$ cat config.mk
export PLATFORM = sky130hd
export DESIGN_NAME = json_string_unescape_top_flat
export DESIGN_NICKNAME = d
export VERILOG_FILES = /design/src/rtl/core/jsu_pkg.sv /design/src/rtl/core/jsu_in_if.sv /design/src/rtl/core/jsu_out_if.sv /design/src/rtl/core/jsu_decode.sv /design/src/rtl/core/jsu_outq.sv /design/src/rtl/core/json_string_unescape_top.sv /design/src/flat_wrapper.sv
export SDC_FILE = /design/constraint.sdc
export NUM_CORES = 1
export LEC_CHECK = 0
export ABC_AREA = 1
export BUFFER_PORTS_ARGS = -buffer_cell sky130_fd_sc_hd__buf_2
export CAP_MARGIN = 20
export CORE_UTILIZATION = 46
export CTS_CLUSTER_DIAMETER = 120
export DETAILED_ROUTE_END_ITERATION = 10
export PLACE_DENSITY = 0.66
export RECOVER_POWER = 50
export SLEW_MARGIN = 20
export SYNTH_ARGS = -nofsm -noshare
export SYNTH_HDL_FRONTEND = slang
export SYNTH_HIERARCHICAL = 1
export SYNTH_SLANG_ARGS = --single-unit
$ cat constraint.sdc
create_clock -name clk -period 2.6 [get_ports clk]
set_clock_uncertainty 0.05 [all_clocks]
set_input_delay 0.26 -clock clk [delete_from_list [all_inputs] [get_ports clk]]
set_output_delay 0.26 -clock clk [all_outputs]
set_load 0.005 [all_outputs]
$ cat src/rtl/core/jsu_pkg.sv
// Shared types, codes and helper functions for the JSON string unescaper.
// Used by the decoder, the result queue and the top level.
// No dependencies.
`timescale 1ns / 1ps
`default_nettype none

package jsu_pkg;

  // Event codes on the result channel
  localparam logic [1:0] EV_BYTE = 2'd0;
  localparam logic [1:0] EV_DONE = 2'd1;
  localparam logic [1:0] EV_ERR  = 2'd2;

  // Error codes, valid with EV_ERR
  localparam logic [2:0] ERR_NO_QUOTE  = 3'd0;
  localparam logic [2:0] ERR_CONTROL   = 3'd1;
  localparam logic [2:0] ERR_BAD_ESC   = 3'd2;
  localparam logic [2:0] ERR_BAD_HEX   = 3'd3;
  localparam logic [2:0] ERR_SURROGATE = 3'd4;
  localparam logic [2:0] ERR_TRUNCATED = 3'd5;

  // Characters of interest
  localparam logic [7:0] CH_QUOTE     = 8'h22;
  localparam logic [7:0] CH_BACKSLASH = 8'h5c;
  localparam logic [7:0] CH_SLASH     = 8'h2f;
  localparam logic [7:0] CH_B         = 8'h62;
  localparam logic [7:0] CH_F         = 8'h66;
  localparam logic [7:0] CH_N         = 8'h6e;
  localparam logic [7:0] CH_R         = 8'h72;
  localparam logic [7:0] CH_T         = 8'h74;
  localparam logic [7:0] CH_U         = 8'h75;
  localparam logic [7:0] CH_SPACE     = 8'h20;

  // Most results one input beat can cause
  localparam int unsigned MAX_RES = 3;

  typedef struct packed {
    logic [7:0] out_byte;
    logic [1:0] event_res;
    logic [2:0] error_code;
  } result_t;

  // Results caused by one input beat, entry 0 delivered first
  typedef struct packed {
    logic [1:0]              cnt;
    result_t [MAX_RES-1:0]   res;
  } group_t;

  function automatic result_t mk_res(input logic [7:0] b, input logic [1:0] ev,
                                     input logic [2:0] err);
    result_t r;
    r.out_byte   = b;
    r.event_res  = ev;
    r.error_code = err;
    return r;
  endfunction

  // Hex digit decode: bit 4 set when the byte is a digit, low nibble its value
  function automatic logic [4:0] hex_digit(input logic [7:0] b);
    logic [4:0] r;
    r = '0;
    if (b >= 8'h30 && b <= 8'h39) begin
      r = {1'b1, 4'(b - 8'h30)};
    end else if (b >= 8'h61 && b <= 8'h66) begin
      r = {1'b1, 4'(b - 8'h57)};
    end else if (b >= 8'h41 && b <= 8'h46) begin
      r = {1'b1, 4'(b - 8'h37)};
    end
    return r;
  endfunction

endpackage

`default_nettype wire

$ cat src/rtl/core/jsu_in_if.sv
// Input channel of the JSON string unescaper: one raw text byte per beat.
// Depends on nothing.
`timescale 1ns / 1ps
`default_nettype none

interface jsu_in_if;
  logic       valid;
  logic       ready;
  logic [7:0] in_byte;
  logic       first;
  logic       input_end;

  modport source (output valid, output in_byte, output first, output input_end,
                  input ready);
  modport sink   (input valid, input in_byte, input first, input input_end,
                  output ready);
endinterface

`default_nettype wire

$ cat src/rtl/core/jsu_out_if.sv
// Result channel of the JSON string unescaper: one decoded byte or event per beat.
// Depends on nothing.
`timescale 1ns / 1ps
`default_nettype none

interface jsu_out_if;
  logic       valid;
  logic       ready;
  logic [7:0] out_byte;
  logic [1:0] event_res;
  logic [2:0] error_code;
  logic       last;

  modport source (output valid, output out_byte, output event_res, output error_code,
                  output last, input ready);
  modport sink   (input valid, input out_byte, input event_res, input error_code,
                  input last, output ready);
endinterface

`default_nettype wire

$ cat src/rtl/core/jsu_decode.sv
// Parse state and decode logic: turns one input beat into a group of up to three results.
// Depends on jsu_pkg.
`timescale 1ns / 1ps
`default_nettype none

module jsu_decode (
  input  wire logic           clk,
  input  wire logic           rst_n,
  input  wire logic           in_fire,
  input  wire logic [7:0]     in_byte,
  input  wire logic           first,
  input  wire logic           input_end,
  output jsu_pkg::group_t     grp
);

  typedef enum logic [2:0] {
    PH_IDLE = 3'd0,
    PH_STR  = 3'd1,
    PH_ESC  = 3'd2,
    PH_HEX1 = 3'd3,
    PH_HEX2 = 3'd4,
    PH_HEX3 = 3'd5,
    PH_HEX4 = 3'd6
  } phase_t;

  phase_t      phase_r, phase_nxt;
  logic [15:0] acc_r, acc_nxt;
  logic [4:0]  hex;
  logic [15:0] cp;
  logic [7:0]  esc_byte;
  logic        esc_ok;

  assign hex = jsu_pkg::hex_digit(in_byte);
  assign cp  = {acc_r[11:0], hex[3:0]};

  // Map the escape letter to its byte
  always_comb begin
    esc_ok   = 1'b1;
    esc_byte = '0;
    case (in_byte)
      jsu_pkg::CH_QUOTE:     esc_byte = jsu_pkg::CH_QUOTE;
      jsu_pkg::CH_BACKSLASH: esc_byte = jsu_pkg::CH_BACKSLASH;
      jsu_pkg::CH_SLASH:     esc_byte = jsu_pkg::CH_SLASH;
      jsu_pkg::CH_B:         esc_byte = 8'h08;
      jsu_pkg::CH_F:         esc_byte = 8'h0c;
      jsu_pkg::CH_N:         esc_byte = 8'h0a;
      jsu_pkg::CH_R:         esc_byte = 8'h0d;
      jsu_pkg::CH_T:         esc_byte = 8'h09;
      default:               esc_ok   = 1'b0;
    endcase
  end

  // Decide results and next state for the current beat
  always_comb begin
    phase_nxt = phase_r;
    acc_nxt   = acc_r;
    grp       = '0;
    if (input_end) begin
      if (first) begin
        phase_nxt  = PH_IDLE;
        grp.cnt    = 2'd1;
        grp.res[0] = jsu_pkg::mk_res('0, jsu_pkg::EV_ERR, jsu_pkg::ERR_NO_QUOTE);
      end else if (phase_r != PH_IDLE && phase_r <= PH_HEX4) begin
        phase_nxt  = PH_IDLE;
        grp.cnt    = 2'd1;
        grp.res[0] = jsu_pkg::mk_res('0, jsu_pkg::EV_ERR, jsu_pkg::ERR_TRUNCATED);
      end else begin
        phase_nxt = PH_IDLE;
      end
    end else if (first) begin
      acc_nxt = '0;
      if (in_byte != jsu_pkg::CH_QUOTE) begin
        phase_nxt  = PH_IDLE;
        grp.cnt    = 2'd1;
        grp.res[0] = jsu_pkg::mk_res('0, jsu_pkg::EV_ERR, jsu_pkg::ERR_NO_QUOTE);
      end else begin
        phase_nxt = PH_STR;
      end
    end else begin
      unique case (phase_r)
        PH_IDLE: phase_nxt = PH_IDLE;
        PH_STR: begin
          grp.cnt = 2'd1;
          if (in_byte == jsu_pkg::CH_QUOTE) begin
            phase_nxt  = PH_IDLE;
            grp.res[0] = jsu_pkg::mk_res('0, jsu_pkg::EV_DONE, '0);
          end else if (in_byte < jsu_pkg::CH_SPACE) begin
            phase_nxt  = PH_IDLE;
            grp.res[0] = jsu_pkg::mk_res('0, jsu_pkg::EV_ERR, jsu_pkg::ERR_CONTROL);
          end else if (in_byte == jsu_pkg::CH_BACKSLASH) begin
            phase_nxt = PH_ESC;
            grp.cnt   = 2'd0;
          end else begin
            grp.res[0] = jsu_pkg::mk_res(in_byte, jsu_pkg::EV_BYTE, '0);
          end
        end
        PH_ESC: begin
          if (in_byte == jsu_pkg::CH_U) begin
            acc_nxt   = '0;
            phase_nxt = PH_HEX1;
          end else if (esc_ok) begin
            phase_nxt  = PH_STR;
            grp.cnt    = 2'd1;
            grp.res[0] = jsu_pkg::mk_res(esc_byte, jsu_pkg::EV_BYTE, '0);
          end else begin
            phase_nxt  = PH_IDLE;
            grp.cnt    = 2'd1;
            grp.res[0] = jsu_pkg::mk_res('0, jsu_pkg::EV_ERR, jsu_pkg::ERR_BAD_ESC);
          end
        end
        PH_HEX1, PH_HEX2, PH_HEX3: begin
          if (!hex[4]) begin
            phase_nxt  = PH_IDLE;
            grp.cnt    = 2'd1;
            grp.res[0] = jsu_pkg::mk_res('0, jsu_pkg::EV_ERR, jsu_pkg::ERR_BAD_HEX);
          end else begin
            acc_nxt   = cp;
            phase_nxt = phase_t'(phase_r + 3'd1);
          end
        end
        PH_HEX4: begin
          if (!hex[4]) begin
            phase_nxt  = PH_IDLE;
            grp.cnt    = 2'd1;
            grp.res[0] = jsu_pkg::mk_res('0, jsu_pkg::EV_ERR, jsu_pkg::ERR_BAD_HEX);
          end else begin
            acc_nxt   = cp;
            phase_nxt = PH_STR;
            // Encode the code point as UTF-8; a surrogate code point is an error
            if (cp[15:7] == '0) begin
              grp.cnt    = 2'd1;
              grp.res[0] = jsu_pkg::mk_res(cp[7:0], jsu_pkg::EV_BYTE, '0);
            end else if (cp[15:11] == '0) begin
              grp.cnt    = 2'd2;
              grp.res[0] = jsu_pkg::mk_res({3'b110, cp[10:6]}, jsu_pkg::EV_BYTE, '0);
              grp.res[1] = jsu_pkg::mk_res({2'b10, cp[5:0]}, jsu_pkg::EV_BYTE, '0);
            end else if (cp[15:11] == 5'b11011) begin
              phase_nxt  = PH_IDLE;
              grp.cnt    = 2'd1;
              grp.res[0] = jsu_pkg::mk_res('0, jsu_pkg::EV_ERR, jsu_pkg::ERR_SURROGATE);
            end else begin
              grp.cnt    = 2'd3;
              grp.res[0] = jsu_pkg::mk_res({4'b1110, cp[15:12]}, jsu_pkg::EV_BYTE, '0);
              grp.res[1] = jsu_pkg::mk_res({2'b10, cp[11:6]}, jsu_pkg::EV_BYTE, '0);
              grp.res[2] = jsu_pkg::mk_res({2'b10, cp[5:0]}, jsu_pkg::EV_BYTE, '0);
            end
          end
        end
        default: phase_nxt = PH_IDLE;
      endcase
    end
  end

  // Advance parse state on each accepted beat
  always_ff @(posedge clk) begin
    if (!rst_n) begin
      phase_r <= PH_IDLE;
      acc_r   <= '0;
    end else if (in_fire) begin
      phase_r <= phase_nxt;
      acc_r   <= acc_nxt;
    end
  end

endmodule

`default_nettype wire

$ cat src/rtl/core/jsu_outq.sv
// Result register: holds one group of up to three results and sends them one per beat.
// Depends on jsu_pkg and jsu_out_if.
`timescale 1ns / 1ps
`default_nettype none

module jsu_outq (
  input  wire logic            clk,
  input  wire logic            rst_n,
  input  wire logic            in_fire,
  input  wire jsu_pkg::group_t grp,
  output logic                 in_ready,
  jsu_out_if.source            out_ch
);

  jsu_pkg::group_t grp_r;
  logic            valid_r;
  logic [1:0]      idx_r;
  logic            last_res;
  logic            out_fire;
  logic            load;
  jsu_pkg::result_t cur;

  assign cur      = grp_r.res[idx_r];
  assign last_res = (idx_r == grp_r.cnt - 2'd1);
  assign out_fire = valid_r && out_ch.ready;
  assign load     = in_fire && (grp.cnt != 2'd0);

  // Take a new beat when empty or when the final result leaves this cycle
  assign in_ready = !valid_r || (out_ch.ready && last_res);

  assign out_ch.valid      = valid_r;
  assign out_ch.out_byte   = cur.out_byte;
  assign out_ch.event_res  = cur.event_res;
  assign out_ch.error_code = cur.error_code;
  assign out_ch.last       = last_res;

  // Load a group, step through it, drop it after its final result
  always_ff @(posedge clk) begin
    if (!rst_n) begin
      valid_r <= 1'b0;
      idx_r   <= '0;
    end else if (load) begin
      valid_r <= 1'b1;
      idx_r   <= '0;
    end else if (out_fire) begin
      if (last_res) begin
        valid_r <= 1'b0;
        idx_r   <= '0;
      end else begin
        idx_r <= idx_r + 2'd1;
      end
    end
  end

  always_ff @(posedge clk) begin
    if (load) begin
      grp_r <= grp;
    end
  end

endmodule

`default_nettype wire

$ cat src/rtl/core/json_string_unescape_top.sv
// JSON string unescaper, top level.
// in_ch: one raw text byte per beat (in_byte, first, input_end), valid/ready.
//   A beat flagged first opens a string and must carry a double quote; input_end
//   marks the end of the text. Bytes outside a string are dropped silently.
// out_ch: one result per beat: a decoded byte, a done event on the closing quote,
//   or an error with its code. last marks the final result of an input beat.
//   A \uXXXX escape yields 1-3 UTF-8 bytes or a surrogate error on its last digit.
// The first result of a beat appears, registered, in the cycle after it is taken.
// Throughput: one input beat per cycle while the receiver is ready and each beat
//   yields at most one result; a beat that yields more holds the input until the
//   single result register, sending one result per beat, has sent the last.
// Reset (rst_n low, synchronous): parse state returns to idle, the result register
//   empties; in_ch.ready is high right after reset.
// Receiver stall: the current result holds on out_ch; one more input beat may be
//   taken in the cycle the final result of a group leaves.
// Depends on jsu_pkg, jsu_in_if, jsu_out_if, jsu_decode, jsu_outq.
`timescale 1ns / 1ps
`default_nettype none

module json_string_unescape_top (
  input  wire logic clk,
  input  wire logic rst_n,
  jsu_in_if.sink    in_ch,
  jsu_out_if.source out_ch
);

  jsu_pkg::group_t grp;
  logic            in_ready;
  logic            in_fire;

  assign in_ch.ready = in_ready;
  assign in_fire     = in_ch.valid && in_ready;

  // Decode stage with parse state
  jsu_decode u_decode (
    .clk       (clk),
    .rst_n     (rst_n),
    .in_fire   (in_fire),
    .in_byte   (in_ch.in_byte),
    .first     (in_ch.first),
    .input_end (in_ch.input_end),
    .grp       (grp)
  );

  // Result register and serializer
  jsu_outq u_outq (
    .clk      (clk),
    .rst_n    (rst_n),
    .in_fire  (in_fire),
    .grp      (grp),
    .in_ready (in_ready),
    .out_ch   (out_ch)
  );

  // Done and error events always end their group
  a_event_last: assert property (@(posedge clk) disable iff (!rst_n)
    out_ch.valid && out_ch.event_res != jsu_pkg::EV_BYTE |-> out_ch.last)
    else $error("done or error event not marked last");

  // Non-byte events carry a zero byte
  a_event_zero: assert property (@(posedge clk) disable iff (!rst_n)
    out_ch.valid && out_ch.event_res != jsu_pkg::EV_BYTE |-> out_ch.out_byte == 8'h00)
    else $error("event result carries a nonzero byte");

  // Error code only with an error event
  a_code_zero: assert property (@(posedge clk) disable iff (!rst_n)
    out_ch.valid && out_ch.event_res != jsu_pkg::EV_ERR |-> out_ch.error_code == 3'd0)
    else $error("error code set without error event");

  // Input stalls only behind a pending result
  a_ready: assert property (@(posedge clk) disable iff (!rst_n)
    !in_ch.ready |-> out_ch.valid)
    else $error("input stalled with empty result register");

endmodule

`default_nettype wire
$ cat src/flat_wrapper.sv
// flat-port wrapper written by rule: the top's interface ports become plain ports
module json_string_unescape_top_flat 
  (clk, rst_n, in_ch_valid, in_ch_in_byte, in_ch_first, in_ch_input_end, in_ch_ready, out_ch_valid, out_ch_out_byte, out_ch_event_res, out_ch_error_code, out_ch_last, out_ch_ready);
  jsu_in_if in_ch_i ();
  jsu_out_if out_ch_i ();
  input  wire logic clk;
  input  wire logic rst_n;
  input wire logic [$bits(in_ch_i.valid)-1:0] in_ch_valid;
  input wire logic [$bits(in_ch_i.in_byte)-1:0] in_ch_in_byte;
  input wire logic [$bits(in_ch_i.first)-1:0] in_ch_first;
  input wire logic [$bits(in_ch_i.input_end)-1:0] in_ch_input_end;
  output wire logic [$bits(in_ch_i.ready)-1:0] in_ch_ready;
  output wire logic [$bits(out_ch_i.valid)-1:0] out_ch_valid;
  output wire logic [$bits(out_ch_i.out_byte)-1:0] out_ch_out_byte;
  output wire logic [$bits(out_ch_i.event_res)-1:0] out_ch_event_res;
  output wire logic [$bits(out_ch_i.error_code)-1:0] out_ch_error_code;
  output wire logic [$bits(out_ch_i.last)-1:0] out_ch_last;
  input wire logic [$bits(out_ch_i.ready)-1:0] out_ch_ready;
  assign in_ch_i.valid = in_ch_valid;
  assign in_ch_i.in_byte = in_ch_in_byte;
  assign in_ch_i.first = in_ch_first;
  assign in_ch_i.input_end = in_ch_input_end;
  assign in_ch_ready = in_ch_i.ready;
  assign out_ch_valid = out_ch_i.valid;
  assign out_ch_out_byte = out_ch_i.out_byte;
  assign out_ch_event_res = out_ch_i.event_res;
  assign out_ch_error_code = out_ch_i.error_code;
  assign out_ch_last = out_ch_i.last;
  assign out_ch_i.ready = out_ch_ready;
  json_string_unescape_top u_core (.clk(clk), .rst_n(rst_n), .in_ch(in_ch_i), .out_ch(out_ch_i));
endmodule
[Word level (Yosys, flattened, before mapping)]
Index checks and enable logic that the tools add are counted.
Storage, ports and cells
  register bits after elaboration: 59
  bits of input ports: 14
  word-level logic and storage cells: 144
Cells by class
  eq/ne operators: 21
  bitwise operators: 4
  order comparisons: 9
  multiplexer cells: 61
  reductions and logical operators: 27
  $add $sub $neg: 6
Operators by type and width (number)
  $mux 13: 11
  $eq 8x7->1 const B: 7
  $pmux 7 s8: 1
  $mux 26: 2
  $pmux 13 s4: 1
  $mux 12: 3
  $mux 5: 7
  $bmux 13 s2: 1
  $pmux 12 s2: 1
  $mux 1: 18
  $mux 3: 6
  $eq 8x6->1 const B: 2
  $ge 8x7->1 const B: 2
  $le 8x7->1 const B: 2
  $mux 2: 8
  $pmux 3 s4: 1
  $eq 3x3->1 const B: 3
  $logic_not 9->1: 1
  $ge 8x6->1 const B: 1
  $le 8x6->1 const B: 1
  $logic_and 1x1->1: 8
  $lt 8x6->1 const B: 1
  $ne 8x6->1 const B: 1
  $pmux 2 s4: 1
  other kinds (29): 38

[Logic depth before layout (Yosys ltp)]
Gate-level depths: netlist of run 1.
  depth after elaboration: 13
  mapped depth: 18
  mapped depth without buffers: 18

[Hierarchy]
Netlist of run 1, hierarchy kept.
Modules (own cells, without submodules)
  jsu_decode: area each 2031.9 um^2, cells each 354, seq. area each 300.3 um^2, instances 1
  jsu_outq: area each 1754.2 um^2, cells each 134, seq. area each 1291.2 um^2, instances 1
  json_string_unescape_top: area each 7.5 um^2, cells each 2, seq. area each 0.0 um^2, instances 1

[Least setup slack after synthesis of run 1]
No wires, ideal clock.
  path kind: input to register
  from: input in_ch_in_byte[1]
  to: register u_core/u_outq/grp_r[0] (netlist name) (enable)
  cell stages on the path: 13
  data arrival time: 2.350 ns
  setup time: 0.397 ns
  slack: -0.197 ns
  path through: inv_1 ha_1 inv_1 nand3_1 nand3_2 nand2_8 nand2_2 nor2_1 nand2_1 nor2_1 buf_4 o21ai_1 inv_1
RTL lines
  start: declaration: RTL line flat_wrapper.sv:9  | input wire logic [$bits(in_ch_i.in_byte)-1:0] in_ch_in_byte;
  end signal: assignment: RTL line jsu_outq.sv:57  | grp_r <= grp;
  end: declaration: RTL line jsu_outq.sv:15  | jsu_pkg::group_t grp_r;

==> results of run 1 <==
==> kinds of logic after synthesis <==
logic type / count (synthesis) / synth area share
simple gates: 238 / 0.295
buf+inv: 91 / 0.118
compound gates: 92 / 0.137
other cells: 1 / 0.000988
flops: 59 / 0.420
fa+ha+maj: 9 / 0.0297
==> per-layer routing <==
layer,vias to the layer above,track usage,share of wire
met5,-,0,0
li1,1670,-,-
met3,7,0.0353,0.033
met4,0,0.0654,0.013
met1,1503,0.280,0.47
met2,72,0.376,0.49
==> worst min path at each step <==
stage          slack, ps                       start  cells after the start                    endpoint
2_1_floorplan        350                       rst_n                      2  u_core/u_decode/phase_r[2]
3_3_place_gp         430    u_core/u_decode/acc_r[9]                      2    u_core/u_decode/acc_r[9]
3_5_place_dp         440  u_core/u_decode/phase_r[1]                      2  u_core/u_decode/phase_r[1]
4_1_cts              120                       rst_n                      3  u_core/u_decode/phase_r[2]
5_1_grt              160                       rst_n                      3  u_core/u_decode/phase_r[2]
6_report             130                       rst_n                      3  u_core/u_decode/phase_r[2]
==> state kept, by name, summed over array words and instances (netlist names) <==
register / cells
u_core/u_outq/out_ch.valid: 1
u_core/u_outq/idx_r: 2
u_core/u_decode/acc_r: 12
u_core/u_decode/phase_r: 3
u_core/u_outq/grp_r: 41
==> power by group through the flow <==
| stage | combinational [mW] | sequential (mW) | clock (mW) |
|---|---|---|---|
| 2_1_floorplan | 0.239 | 1.09 | 0 |
| 5_1_grt | 0.361 | 1.08 | 0.788 |
| 4_1_cts | 0.328 | 1.08 | 0.746 |
| 6_report | 0.319 | 1.08 | 0.722 |
| 3_5_place_dp | 0.326 | 1.10 | 0 |
| 3_3_place_gp | 0.322 | 1.10 | 0 |
==> through the flow <==
step	util	setup WS [ps]	total power [mW]
floorplan	-	1.82	1.33
global route	0.534	5.23	2.23
detailed placement	0.516	92.4	1.43
CTS	0.538	185	2.15
finish	0.534	232	2.12
global placement	0.516	149	1.42
==> critical path, cell delays in order (launching register included) <==
cell        delay [ps]
dfxtp_2            360
inv_1               70
ha_1               200
nand2_1            150
inv_2               90
nand2_2            110
o21ai_0             80
nand3b_1           160
nand2_1             80
nand2_1             50
nand2_1             50
nand2_1             70
o21ai_2            210
clkinvlp_4         140
buf_12             190
nor2_1             110
nand4_1             90
inv_1               50
==> area by class of cell <==
class / count / area share
inverters: 66 / 0.0642
flip-flops and latches: 59 / 0.381
well taps: 102 / 0.0304
repair buffers: 41 / 0.0552
clock buffers: 11 / 0.0337
clock inverters: 5 / 0.00716
multi-input cells: 351 / 0.429
==> cell usage in the layout (no fill, tap or decap), types with 2 or more instances in the layout <==
master      synthesis  final
nand2_1            85     87
nor2_1             72     73
inv_1              55     54
nand3_1            42     43
edfxtp_1           41     41
o21ai_0            33     40
buf_2               6     24
a21oi_1            20     20
dfxtp_1            18     15
conb_1              1     12
clkbuf_8            0     10
clkbuf_1            1      8
o21ai_1            17      8
ha_1                9      8
buf_4              15      8
nor2_2              8      7
nand2_2             9      7
o21a_1              5      5
inv_2               5      5
a31oi_1             5      5
nor3_1              5      4
inv_4               4      4
o21ai_2             2      4
nand3_2             5      4
clkinvlp_4          0      3
clkinv_2            0      3
nand2_4             3      3
o211ai_1            3      3
nand4_1             3      3
dfxtp_2             0      3
nor2_4              2      2
a21oi_2             2      2
==> results.py, run 1 <==
metrics = {
    "floorplan": {
        "core_um2": 7850,
        "ios": 30,
        "fp.dieH_um": 92.8,
        "initial_utilization": 0.483,
        "die_w_um": 92.8,
        "row_count": 32,
        "dieArea_um2": 8610,
    },
    "place": {
        "portBuffers": 29,
        "place_hpwl_mm": 6.61,
        "dpl.cell_count": 619,
        "place_congestion": 0.981,
        "place_area_um2": 4050,
    },
    "synth": {
        "ys_seq_area_frac": 0.420,
        "synthTopCellsByArea": "edfxtp_1, dfxtp_1, nand2_1, nor2_1, nand3_1",
        "synth.distinct_cells": 41,
        "synth_area_leader_cell": "edfxtp_1",
        "synth_ff_type": "edfxtp_1",
        "yosys-top-cells-count": "nand2_1, nor2_1, inv_1",
        "syn_inst": 490,
        "yosysMostFrequentCell": "nand2_1",
        "synth_top_area_frac": 0.325,
        "yosysWarnings": 6,
        "synth_area_um2": 3790,
        "synthArstFlopShare": 0,
        "synth_edf_count": 41,
        "synth_seq_cells": 59,
        "syn_avg_cell_area_um2": 7.74,
    },
    "cells_and_area": {
        "drive_above_1_share": 0.184,
        "num-fill-cells": 820,
        "synthToLayoutAreaGrowth_pct": 10.5,
        "stdcell_count": 635,
        "fin_nets": 551,
        "antenna_cells": 0,
        "multiInputGateArea_um2": 1800,
        "design_area_um2": 4190,
        "seq_area_um2": 1600,
    },
    "critical_path": {
        "timing.rr.start": "u_core/u_decode/phase_r[1]",
        "required_ps": 2830,
        "crit_path_start_kind": "flip-flop",
        "r2r_cells": 17,
        "crit_path_start": "u_core/u_decode/phase_r[1]",
        "crit_type": "reg -> reg",
        "r2r-end": "u_core/u_outq/idx_r[1]",
        "crit_path_end_kind": "flip-flop",
        "r2r_slack_ps": 230,
        "cp-endpoint": "u_core/u_outq/idx_r[1]",
        "cp_data_arrival_time_ps": 2600,
        "critPathMaxFanout": 43,
    },
    "clock_network": {
        "cts_buffers": 9,
        "clockBufferDepth": 2,
        "ctsHoldBuffers": 0,
        "cts_tree": "yes",
        "clock_latency_ps": 330,
        "cts_resized": 0,
        "post_cts_buffers": 0,
        "clk_pin_slew_ps": 70,
        "clock_sinks": 59,
        "cts_htree_levels": 3,
        "clockRootBuffer": "clkbuf_8",
    },
    "detailed_routing": {
        "drt_iter0_drc": 179,
        "vias": 3252,
        "wl_per_cell_um": 13.7,
        "routed_wl_mm": 8.73,
        "viasPerCell": 5.12,
        "ant_nets": 0,
        "dr.pass1.iters": 5,
        "remaining_drc_errors": 0,
    },
    "flow_run": {
        "cap_violations": 0,
    },
    "timing": {
        "hold-worst-slack_ps": 130,
        "fin_crit_sh": 0.911,
        "min_period_ps": 2370,
        "setup_tns_ps": 0,
        "grt_setup_unrepaired": "false",
        "final_hold_viol_count": 0,
        "worstMarginPinSlew_ps": 536,
        "slew_headroom": 0.643,
        "fmax_mhz": 422,
        "setup_violations": 0,
        "slew_viol_final": 0,
    },
    "power_and_ir_drop": {
        "power_density_nw_per_um2": 506,
        "ir_worst_vdd_mv": 0.217,
        "pwr-share-clk": 0.340,
        "p_int_mw": 1.53,
        "p_leak_nw": 1.71,
        "netSwitchingFraction": 0.280,
        "p_sw_mw": 0.593,
        "seqPwrFrac": 0.509,
        "pwr-share-comb": 0.151,
    },
    "outcome": {
        "outcome": "complete, no violations",
    },
    "min_path": {
        "hold_class": "in -> reg",
    },
    "grt": {
        "grt_pass1_vias": 3141,
        "antenna_found_initial": 0,
        "track_usage": 0.218,
        "grt_pass1_wl_mm": 14.6,
        "grt_max_degree": 44,
        "grt_overflow": 0,
    },
}
(Power assumes the default switching activity.)
==> run 2, diff against run 1 <==
CORE_UTILIZATION = 25   (was 46)
CTS_BUF_LIST = sky130_fd_sc_hd__clkbuf_16   (was unset)
PLACE_DENSITY = unset   (was 0.66)
==> results.py, run 2 (synthesized netlist as in run 1, its figures left out) <==
metrics = {
    "outcome": {
        "outcome": "complete, no violations",
    },
    "detailed_routing": {
        "remaining_drc_errors": 0,
        "dr.pass1.iters": 8,
        "viasPerCell": 4.48,
        "wl_per_cell_um": 12.3,
        "vias": 3226,
        "drt_iter0_drc": 302,
        "ant_nets": 0,
        "routed_wl_mm": 8.85,
    },
    "cells_and_area": {
        "largest-register": "u_core/u_outq/grp_r",
        "design_area_um2": 4490,
        "layout_common_cells": "nand2_1, nor2_1, inv_1, nand3_1, edfxtp_1",
        "synthToLayoutAreaGrowth_pct": 18.4,
        "fin_nets": 554,
        "largest_reg_flops": 41,
        "antenna_cells": 0,
        "num-fill-cells": 1562,
        "final_common_cell": "nand2_1",
        "reg_top3": "u_core/u_outq/grp_r (41), u_core/u_decode/acc_r (12), u_core/u_decode/phase_r (3)",
        "drive_above_1_share": 0.190,
        "stdcell_count": 720,
    },
    "critical_path": {
        "r2r_cells": 14,
        "r2r_slack_ps": 230,
        "cp-endpoint": "u_core/u_outq/grp_r[9]",
        "crit_type": "reg -> reg",
        "timing.rr.start": "u_core/u_decode/phase_r[0]",
        "crit_path_start_kind": "flip-flop",
        "required_ps": 2610,
        "cp_data_arrival_time_ps": 2390,
        "r2r-end": "u_core/u_outq/grp_r[9]",
        "crit_path_end_kind": "flip-flop",
        "critPathMaxFanout": 41,
        "crit_path_start": "u_core/u_decode/phase_r[0]",
    },
    "clock_network": {
        "ctsHoldBuffers": 0,
        "clock_sinks": 59,
        "clk_pin_slew_ps": 60,
        "cts_buffers": 9,
        "cts_htree_levels": 3,
        "cts_tree": "yes",
        "clockRootBuffer": "clkbuf_16",
        "cts_resized": 0,
        "post_cts_buffers": 0,
        "clock_latency_ps": 320,
        "clockBufferDepth": 2,
    },
    "power_and_ir_drop": {
        "power_density_nw_per_um2": 616,
        "p_int_mw": 2.11,
        "pwr-share-clk": 0.492,
        "p_leak_nw": 1.81,
        "p_sw_mw": 0.656,
        "seqPwrFrac": 0.390,
        "ir_worst_vdd_mv": 0.361,
        "pwr-share-comb": 0.118,
        "netSwitchingFraction": 0.237,
    },
    "place": {
        "portBuffers": 29,
        "dpl.cell_count": 704,
        "place_hpwl_mm": 6.93,
        "place_congestion": 0.921,
        "place_area_um2": 4180,
    },
    "timing": {
        "slew_viol_final": 0,
        "grt_setup_unrepaired": "false",
        "slew_headroom": 0.646,
        "worstMarginPinSlew_ps": 530,
        "min_period_ps": 2370,
        "fmax_mhz": 421,
        "setup_tns_ps": 0,
        "setup_violations": 0,
        "fin_crit_sh": 0.913,
        "final_hold_viol_count": 0,
    },
    "flow_run": {
        "cap_violations": 0,
    },
    "floorplan": {
        "ios": 30,
        "die_w_um": 125,
        "fp.dieH_um": 125,
        "row_count": 44,
        "core_um2": 14600,
        "dieArea_um2": 15700,
        "initial_utilization": 0.259,
    },
    "min_path": {
        "hold_class": "in -> reg",
    },
    "grt": {
        "grt_pass1_wl_mm": 15.1,
        "grt_overflow": 0,
        "grt_pass1_vias": 2998,
        "antenna_found_initial": 0,
        "grt_max_degree": 42,
        "track_usage": 0.121,
    },
}
run 2: metrics by stage:
step           setup WS [ps]  hold slack (ps)  power, mW   util
4_1_cts                  234              136       2.80  0.309
5_1_grt                 12.2              193       2.88  0.307
3_3_place_gp             155              431       1.43  0.285
6_report                 226              148       2.76  0.307
3_5_place_dp            90.6              437       1.43  0.285
2_1_floorplan           1.82              348       1.33      -
run 2: power by group through the flow:
stage               registers, mW  clock network, mW  logic (mW)
global route                 1.08               1.43       0.371
finish                       1.08               1.36       0.325
detailed placement           1.10                  0       0.331
global placement             1.10                  0       0.330
CTS                          1.08               1.39       0.332
floorplan                    1.09                  0       0.239
run 2: worst min path at each step:
stage                                     from                    endpoint  slack (ps)  depth (start not counted)
floorplan                                rst_n  u_core/u_decode/phase_r[2]         350                          2
global placement      u_core/u_decode/acc_r[9]    u_core/u_decode/acc_r[9]         430                          2
detailed placement  u_core/u_decode/phase_r[1]  u_core/u_decode/phase_r[1]         440                          2
CTS                                      rst_n  u_core/u_decode/phase_r[2]         140                          3
global route                             rst_n  u_core/u_decode/phase_r[2]         190                          3
finish                                   rst_n  u_core/u_decode/phase_r[2]         150                          3
run 2: critical path, stage by stage (launching register included):
cell        delay, ps
dfxtp_2           370
inv_1              70
ha_1              220
inv_1             100
nor2_2             50
inv_1             120
o21ai_0           110
nand3b_1          160
nand2_1            60
nand2_1            50
nand2_1            50
nand2_1            70
o21ai_2           230
clkinvlp_4        170
buf_12            200
run 2: layer usage:
metal,wire [µm],global-route usage,vias to the layer above
li1,-,-,1679
met1,4460,0.168,1465
met2,3730,0.179,72
met3,487,0.0308,10
met4,165,0.0423,0
met5,0,0,-
run 2: layout make-up:
cell class / count / area (µm²) / share of cell area
multi-input cells: 351 / 1800 / 0.400
flip-flops and latches: 59 / 1590 / 0.355
inverters: 66 / 269 / 0.0599
repair buffers: 44 / 253 / 0.0563
well taps: 184 / 230 / 0.0513
clock buffers: 9 / 225 / 0.0501
clock inverters: 7 / 124 / 0.0276
==> run 3, diff against run 2 <==
clock period = 2.75 ns   (was 2.6 ns; I/O delays follow)
==> results.py, run 3 (synthesized netlist as in run 1, its figures left out) <==
metrics = {
    "outcome": {
        "outcome": "finished with violations",
        "violations": "design-rule violations",
    },
    "critical_path": {
        "critical-path-max-stage-delay_ps": 360,
        "crit_path_end_kind": "flip-flop",
        "critPathMaxFanout": 19,
        "required_ps": 2970,
        "crit_path_start_kind": "flip-flop",
        "crit_type": "reg -> reg",
        "cp_data_arrival_time_ps": 2670,
        "cp_slowest_cell": "dfxtp_2",
        "path_cells": "inv_1 -> ha_1 -> nor3_1 -> nor2_1 -> o21ai_2 -> nand3b_1 -> nand2_1 -> nand2_1 -> nand2_1 -> nand2_1 -> o21ai_2 -> clkinvlp_4 -> buf_12 -> nor2_1 -> nand4_1 -> inv_1",
        "path_common_cell": "nand2_1",
    },
    "floorplan": {
        "die_w_um": 125,
        "core_um2": 14600,
        "fp.dieH_um": 125,
        "initial_utilization": 0.259,
        "ios": 30,
        "dieArea_um2": 15700,
        "row_count": 44,
    },
    "timing": {
        "final_hold_viol_count": 0,
        "min_period_ps": 2450,
        "slew_headroom": 0.602,
        "setup_tns_ps": 0,
        "fmax_mhz": 408,
        "slew_viol_final": 0,
        "worstMarginPinSlew_ps": 591,
        "grt_setup_unrepaired": "false",
        "setup_violations": 0,
        "fin_crit_sh": 0.891,
    },
    "min_path": {
        "hold_class": "in -> reg",
    },
    "power_and_ir_drop": {
        "power_density_nw_per_um2": 564,
        "power_mw": 2.49,
        "ir_worst_vdd_mv": 0.341,
        "p_leak_nw": 1.76,
    },
    "cells_and_area": {
        "num-fill-cells": 1587,
        "multiInputGateArea_um2": 1770,
        "largest-register": "u_core/u_outq/grp_r",
        "drive_above_1_share": 0.172,
        "synthToLayoutAreaGrowth_pct": 16.4,
        "seq_area_um2": 1590,
        "layout_common_cells": "nand2_1, nor2_1, inv_1, nand3_1, edfxtp_1",
        "reg_top3": "u_core/u_outq/grp_r (41), u_core/u_decode/acc_r (12), u_core/u_decode/phase_r (3)",
        "largest_reg_flops": 41,
        "fin_nets": 548,
        "antenna_cells": 0,
        "final_common_cell": "nand2_1",
    },
    "detailed_routing": {
        "viasPerCell": 4.53,
        "wl_per_cell_um": 12.4,
        "ant_nets": 0,
        "remaining_drc_errors": 6,
        "routed_wl_mm": 8.88,
        "drt_iter0_drc": 329,
        "vias": 3236,
        "dr.pass1.iters": 8,
    },
    "clock_network": {
        "cts_htree_levels": 3,
        "clk_pin_slew_ps": 50,
        "clock_latency_ps": 320,
        "clockRootBuffer": "clkbuf_16",
        "ctsHoldBuffers": 0,
        "cts_resized": 0,
        "clockBufferDepth": 2,
        "cts_buffers": 9,
        "cts_tree": "yes",
        "post_cts_buffers": 0,
        "clock_sinks": 59,
    },
    "grt": {
        "grt_max_degree": 28,
        "grt_overflow": 0,
        "track_usage": 0.121,
        "grt_pass1_wl_mm": 15.1,
        "grt_pass1_vias": 3061,
        "antenna_found_initial": 0,
    },
    "flow_run": {
        "cap_violations": 0,
    },
    "place": {
        "place_congestion": 0.888,
        "portBuffers": 29,
        "place_hpwl_mm": 6.93,
    },
}
[run 3: final timing paths]
check / from / to / slack [ps] / cells past startpoint
worst min register to register: u_core/u_decode/phase_r[0] / u_core/u_decode/phase_r[0] / 440 / 2
worst max-delay path: u_core/u_decode/phase_r[0] / u_core/u_outq/idx_r[1] / 300 / 16
worst min-delay path: rst_n / u_core/u_decode/phase_r[2] / 170 / 3
worst max register to register: u_core/u_decode/phase_r[0] / u_core/u_outq/idx_r[1] / 300 / 16
[run 3: layout make-up]
cell class,count,area share
Clock buffer,9,0.0510
Clock inverter,7,0.0210
Inverter,66,0.0609
Multi-Input combinational cell,351,0.402
Sequential cell,59,0.361
Tap cell,184,0.0522
Timing Repair Buffer,38,0.0519
[run 3: through the flow]
stage | instances | instance area, µm² | worst slack [ps] | hold WS (ps) | util
final | 714 | 4410 | 299 | 170 | 0.301
after global routing | 714 | 4410 | 51.6 | 182 | 0.301
after CTS | 714 | 4440 | 194 | 160 | 0.303
after detailed placement | 698 | 4130 | 160 | 439 | 0.282
after global placement | 698 | 4130 | 202 | 432 | 0.282
after floorplan | 501 | 3840 | 32.3 | 363 | -
[run 3: metal layers]
metal | track usage | routed length (µm) | vias up
met5 | 0 | 0 | -
met4 | 0.0538 | 178 | 0
met3 | 0.0270 | 399 | 9
met2 | 0.180 | 3860 | 66
met1 | 0.166 | 4440 | 1489
li1 | - | - | 1672
[run 3: power breakdown]
part	internal, mW	switching, mW
Sequential	0.999	0.0227
Combinational	0.103	0.200
Clock	0.788	0.376
[run 3: critical path, delay by kind of cell (launching register included)]
kind	cells	cell delay, ps
buffers and inverters	4	480
AOI/OAI and AO/OA	2	390
adders and majority gates	1	210
and+or+nand+nor	9	910
DFF	1	360
